==> src/design/pareto_elite_selector_assert.svh <==
// Assertion macros for the RTL, used by pes_ctrl.sv.
// Each expects signals named clk and rst_n in the using module.
`ifndef PARETO_ELITE_SELECTOR_ASSERT_SVH
`define PARETO_ELITE_SELECTOR_ASSERT_SVH

// Same-cycle implication.
`define PES_ASSERT_SAME(lbl, ante, cons, msg) \
    lbl: assert property (@(posedge clk) disable iff (!rst_n) (ante) |-> (cons)) \
        else $error(msg);

// Next-cycle implication.
`define PES_ASSERT_NEXT(lbl, ante, cons, msg) \
    lbl: assert property (@(posedge clk) disable iff (!rst_n) (ante) |=> (cons)) \
        else $error(msg);

`endif

==> src/design/pes_pkg.sv <==
`default_nettype none

package pes_pkg;

    localparam int POP_MAX    = 1024;
    localparam int MAX_ELITES = 16;

    localparam int WNS_W  = 32;
    localparam int AREA_W = 48;
    localparam int IDX_W  = $clog2(POP_MAX);
    localparam int CNT_W  = $clog2(POP_MAX + 1);
    localparam int KEPT_W = $clog2(MAX_ELITES + 1);
    localparam int CFG_W  = 5;

    localparam logic [CFG_W-1:0] ELITE_NUM_RESET = CFG_W'(4);

    localparam int IN_DATA_W  = ((WNS_W + AREA_W + 7) / 8) * 8;
    localparam int OUT_DATA_W = ((IDX_W + WNS_W + AREA_W + 7) / 8) * 8;
    localparam int MEM_W      = WNS_W + AREA_W + 1;

    // Source of an emitted result
    typedef enum logic {
        SRC_KEPT  = 1'b0,
        SRC_FIRST = 1'b1
    } pes_src_t;

    typedef struct packed {
        logic     wr;
        logic     clr;
        logic     scan_start;
        logic     scan_first;
        logic     take_elite;
        logic     out_load;
        pes_src_t out_src;
        logic     out_last;
    } pes_cmd_t;

    typedef struct packed {
        logic full;
        logic busy;
        logic found;
        logic out_free;
    } pes_stat_t;

endpackage

`default_nettype wire

==> src/design/pes_ctrl.sv <==
`default_nettype none

`include "pareto_elite_selector_assert.svh"

module pes_ctrl (
    input  wire logic                        clk,
    input  wire logic                        rst_n,
    input  wire logic                        s_axis_tvalid,
    input  wire logic                        s_axis_tlast,
    output logic                             s_axis_tready,
    input  wire logic                        cfg_valid,
    input  wire logic [pes_pkg::CFG_W-1:0]   cfg_data,
    output logic                             cfg_ready,
    output pes_pkg::pes_cmd_t                cmd,
    input  wire pes_pkg::pes_stat_t          stat
);

    localparam int KEPT_W = pes_pkg::KEPT_W;
    localparam int CFG_W  = pes_pkg::CFG_W;

    typedef enum logic [2:0] {
        ST_LOAD,
        ST_SCAN_GO,
        ST_SCAN_WAIT,
        ST_EVAL,
        ST_FINAL
    } ctrl_state_t;

    ctrl_state_t       state_reg;
    ctrl_state_t       state_next;
    logic [KEPT_W-1:0] kept_reg;
    logic [KEPT_W-1:0] kept_next;
    logic [CFG_W-1:0]  elite_num_reg;
    logic [KEPT_W-1:0] k_eff;
    logic              accept;

    // Saturate the elite count to 1..MAX_ELITES
    always_comb
    begin
        priority if (elite_num_reg == '0)
        begin
            k_eff = KEPT_W'(1);
        end
        else if (elite_num_reg > CFG_W'(pes_pkg::MAX_ELITES))
        begin
            k_eff = KEPT_W'(pes_pkg::MAX_ELITES);
        end
        else
        begin
            k_eff = KEPT_W'(elite_num_reg);
        end
    end

    assign cfg_ready     = 1'b1;
    assign s_axis_tready = (state_reg == ST_LOAD);
    assign accept        = s_axis_tvalid && s_axis_tready;

    always_comb
    begin
        state_next     = state_reg;
        kept_next      = kept_reg;
        cmd            = '0;
        cmd.out_src    = pes_pkg::SRC_KEPT;
        cmd.scan_first = (kept_reg == '0);
        unique case (state_reg)
            ST_LOAD:
            begin
                cmd.wr = accept && !stat.full;
                if (accept && s_axis_tlast)
                begin
                    state_next = ST_SCAN_GO;
                end
            end
            ST_SCAN_GO:
            begin
                cmd.scan_start = 1'b1;
                state_next     = ST_SCAN_WAIT;
            end
            ST_SCAN_WAIT:
            begin
                if (!stat.busy)
                begin
                    state_next = ST_EVAL;
                end
            end
            ST_EVAL:
            begin
                if (kept_reg == '0)
                begin
                    if (!stat.found)
                    begin
                        // No legal elite: emit the overall first candidate
                        if (stat.out_free)
                        begin
                            cmd.out_load = 1'b1;
                            cmd.out_src  = pes_pkg::SRC_FIRST;
                            cmd.out_last = 1'b1;
                            cmd.clr      = 1'b1;
                            state_next   = ST_LOAD;
                        end
                    end
                    else
                    begin
                        cmd.take_elite = 1'b1;
                        kept_next      = KEPT_W'(1);
                        state_next     = (k_eff == KEPT_W'(1)) ? ST_FINAL : ST_SCAN_GO;
                    end
                end
                else if (stat.out_free)
                begin
                    // Transfer the previous elite; last only if this scan found nothing
                    cmd.out_load = 1'b1;
                    if (!stat.found)
                    begin
                        cmd.out_last = 1'b1;
                        cmd.clr      = 1'b1;
                        state_next   = ST_LOAD;
                    end
                    else
                    begin
                        cmd.take_elite = 1'b1;
                        kept_next      = kept_reg + KEPT_W'(1);
                        state_next     = ((kept_reg + KEPT_W'(1)) == k_eff) ? ST_FINAL
                                                                            : ST_SCAN_GO;
                    end
                end
            end
            ST_FINAL:
            begin
                if (stat.out_free)
                begin
                    cmd.out_load = 1'b1;
                    cmd.out_last = 1'b1;
                    cmd.clr      = 1'b1;
                    state_next   = ST_LOAD;
                end
            end
            default:
            begin
                state_next = ST_LOAD;
            end
        endcase
        if (state_next == ST_LOAD)
        begin
            kept_next = '0;
        end
    end

    always_ff @(posedge clk or negedge rst_n)
    begin
        if (!rst_n)
        begin
            state_reg     <= ST_LOAD;
            kept_reg      <= '0;
            elite_num_reg <= pes_pkg::ELITE_NUM_RESET;
        end
        else
        begin
            state_reg <= state_next;
            kept_reg  <= kept_next;
            if (cfg_valid && cfg_ready)
            begin
                elite_num_reg <= cfg_data;
            end
        end
    end

    `PES_ASSERT_SAME(a_load_when_free, cmd.out_load, stat.out_free, "result loaded into busy output")
    `PES_ASSERT_SAME(a_take_found, cmd.take_elite, stat.found, "elite taken from empty scan")
    `PES_ASSERT_SAME(a_ready_idle, s_axis_tready, !stat.busy, "input ready during scan")
    `PES_ASSERT_NEXT(a_scan_runs, cmd.scan_start, stat.busy, "scan did not start")

endmodule

`default_nettype wire

==> config.mk <==
export PLATFORM = sky130hd
export DESIGN_NAME = pes_ctrl
export DESIGN_NICKNAME = d
export VERILOG_FILES = /design/src/design/pes_pkg.sv /design/src/design/pes_ctrl.sv
export VERILOG_INCLUDE_DIRS = /design/src /design/src/design
export SDC_FILE = /design/constraint.sdc
export NUM_CORES = 1
export LEC_CHECK = 0
export BUFFER_PORTS_ARGS = -buffer_cell sky130_fd_sc_hd__buf_4
export CAP_MARGIN = 25
export CORE_MARGIN = 1
export CORE_UTILIZATION = 47
export DETAILED_ROUTE_END_ITERATION = 8
export HOLD_SLACK_MARGIN = 0.06
export PLACE_DENSITY = 0.74
export SYNTH_ARGS = -nofsm -noshare
export SYNTH_HDL_FRONTEND = slang
export SYNTH_SLANG_ARGS = --single-unit
==> constraint.sdc <==
create_clock -name clk -period 1.9 [get_ports clk]
set_clock_uncertainty 0.1 [all_clocks]
set_input_delay 0.19 -clock clk [delete_from_list [all_inputs] [get_ports clk]]
set_output_delay 0.19 -clock clk [all_outputs]
set_load 0.005 [all_outputs]
==> flow_summary.toml <==
[timing]
layout_min_cycle_time_ns = 2.04
slew_viol_final = 0
fmax_mhz = 490
rsz0062_at_grt = "true"
final-hold-violation-count = 0
period_share = 1.07
timing.final.ws_setup_ns = -0.142
setup_violations = 9

[global_route]
grt_overflow = 0
grt_max_degree = 14
grt_pass1_wl_mm = 3.57
gr-usage-all-layers = 0.226
grt_pass1_vias = 804
antenna_found_initial = 0

[yosys]
synth_edf_count = 0
netlist_top_cells_area = "dfrtp_1, mux2_2, a21oi_1"
ys.flop_type = "dfrtp_1"
yosys.area.top_type = "dfrtp_1"
synth_nets = 120
synth_top_area_frac = 0.303
async_reset_ff_frac = 1.00
ys_types = 43
yosys_warnings = 0
ys_seq_area_frac = 0.329
avgSynthCellArea_um2 = 9.54
syn-cell-area_um2 = 992
syn_inst = 104
ys_ff_latch = 13

[pwr]
powerDensity_nw_per_um2 = 1030
leakagePower_nw = 0.679
vdd_ir_drop_max_uv = 732

[detailed_routing]
ant_nets = 0
drt_iter0_drc = 28
via_count = 985
viasPerCell = 5.44
drc = 0
wire_per_inst_um = 15.0
wirelength_mm = 2.72
dr.pass1.iters = 4

[placement]
dpl.hpwl_mm = 1.74
placed_cell_area_um2 = 1240
gp_congestion = 0.863
portBuffers = 22
preCtsSetupSlack_ns = -0.0395

[layout]
final_area_um2 = 1560
finalNetCount = 171
area_delta_synth_final_pct = 57.0
postLayoutCoreUtil = 0.786
multi_input_area_um2 = 739
diodes = 0
fillers = 120
regArea_um2 = 330
drive_gt1_frac = 0.565

[worst_setup_path]
cp_slowest_cell = "dfrtp_1"
crit_chain = "ha_2, buf_6, xnor2_4, xnor2_2, nor4_4, a31o_4, a21oi_2"
worstSetupEndpointType = "flip-flop"
startpoint_type = "flip-flop"
critPathKind = "flip-flop to flip-flop"
critPathMaxStageDelay_ns = 0.42
cp.arrival_ns = 2.10
reg2reg_setup_slack_ns = -0.14
critPathMaxFanout = 6
crit_required_ns = 1.96

[clocking]
cts_buffers = 3
cts_tree = "done"
ctsHtreeMaxLevel = 1
clk_latency_ns = 0.28
clk_path_buf_depth = 2
root_buffer = "clkbuf_4"
cts.clk_slew.worst_paths_ns = 0.08
cts_sinks = 13

[floorplan]
pin_count = 24
die_h_um = 47.9
core_region_area_um2 = 1980
start_util = 0.501
die_w_um = 47.9
die_area_um2 = 2300
num_rows = 16

[status]
status = "finished with violations"
failed_checks = "setup timing"

[job]
cap_violations = 0

[worst_hold_path]
hold_path.class = "primary input to flip-flop"
## what timing repair did
action,in CTS,in global routing
pin swaps,3,11
endpoints found under the hold margin,17,1
buffers inserted,5,7
setup endpoints to repair,8,11
gates cloned,0,0
gates resized for setup,4,27
hold buffers,5,1
## synth_stat cells (3+ instances only)
master / count
a21oi_1: 7
buf_4: 3
dfrtp_1: 12
inv_1: 3
mux2_2: 6
nand2_1: 8
nor2_1: 8
nor2b_1: 3
nor3_1: 6
o21a_1: 3
o21ai_0: 3
xnor2_1: 4
## worst max-delay path, delay by kind of cell (launching register included)
kind                       cells  cell delay, ns
xor gates and xnor gates       2            0.30
DFF                            1            0.42
AOI/OAI and AO/OA              2            0.33
and+or+nand+nor                1            0.42
buffers and inverters          1            0.13
adders and majority gates      1            0.21
## cell type report
cell class,count,share of cell area
tap,27,0.0217
clock buffer,4,0.0169
sequential,13,0.212
inverter,3,0.00723
timing repair buffer,51,0.267
multi-input combinational,83,0.475
## power breakdown
group / total (W) / switching, W / internal (W)
clock network: 0.000170 / 0.0000882 / 0.0000815
registers: 0.000384 / 0.0000578 / 0.000327
logic: 0.00105 / 0.000496 / 0.000555
total: 0.00161 / 0.000642 / 0.000963
## kinds of logic (layout without fill, tap and decap cells)
logic type,Yosys count,in the layout,share of synthesized area
mux,7,7,0.0782
other cells,1,1,0.00378
xor+xnor,7,7,0.0694
simple gates,43,43,0.274
buf+inv,8,58,0.0429
fa+ha+maj,2,2,0.0252
flops,13,13,0.329
compound gates,23,23,0.178
## worst paths after layout
check                                 start          endpoint  cells after the start
max                             kept_reg[0]       kept_reg[3]                      7
min                               cfg_valid  elite_num_reg[0]                      2
max reg2reg                     kept_reg[0]       kept_reg[3]                      7
min reg2reg                elite_num_reg[3]  elite_num_reg[3]                      1
max in group asynchronous             rst_n  elite_num_reg[2]                      2
min in group asynchronous             rst_n      state_reg[0]                      2
## layout by cell type, fill, tap and decap left out, types with 2 or more instances in the layout
cell and instances:
nor3_1 6, xnor2_1 2, and2_1 2, nand2b_1 2, dlygate4sd3_1 6, buf_4 40, a31oi_1 2, nand2_1 8
o21ai_0 3, nor2b_1 3, clkbuf_4 3, nor2_1 6, a21oi_2 8, dfrtp_1 9, o21a_1 3, and2b_2 2
mux2_2 6, nor2_2 2, xor2_1 2, nand3_1 2, buf_6 5, inv_2 2, dfrtp_2 3
## layer usage
layer	track usage	routed length, µm	vias to the layer above
li1	-	-	468
met1	0.304	1090	476
met2	0.384	1480	36
met3	0.0226	109	5
met4	0.0667	29	0
met5	0	0	-
## metrics by stage
step                hold WS, ns  std cells  power (W)  setup TNS [ns]
floorplan                -0.206        104   0.000813               0
global placement        -0.0590        159    0.00106               0
detailed placement      -0.0587        159    0.00108          -0.179
CTS                      0.0612        173    0.00134          -0.410
global route              0.104        181    0.00171           -1.71
finish                    0.103        181    0.00161           -1.02
Note: power is estimated with default switching activity, not from simulation.
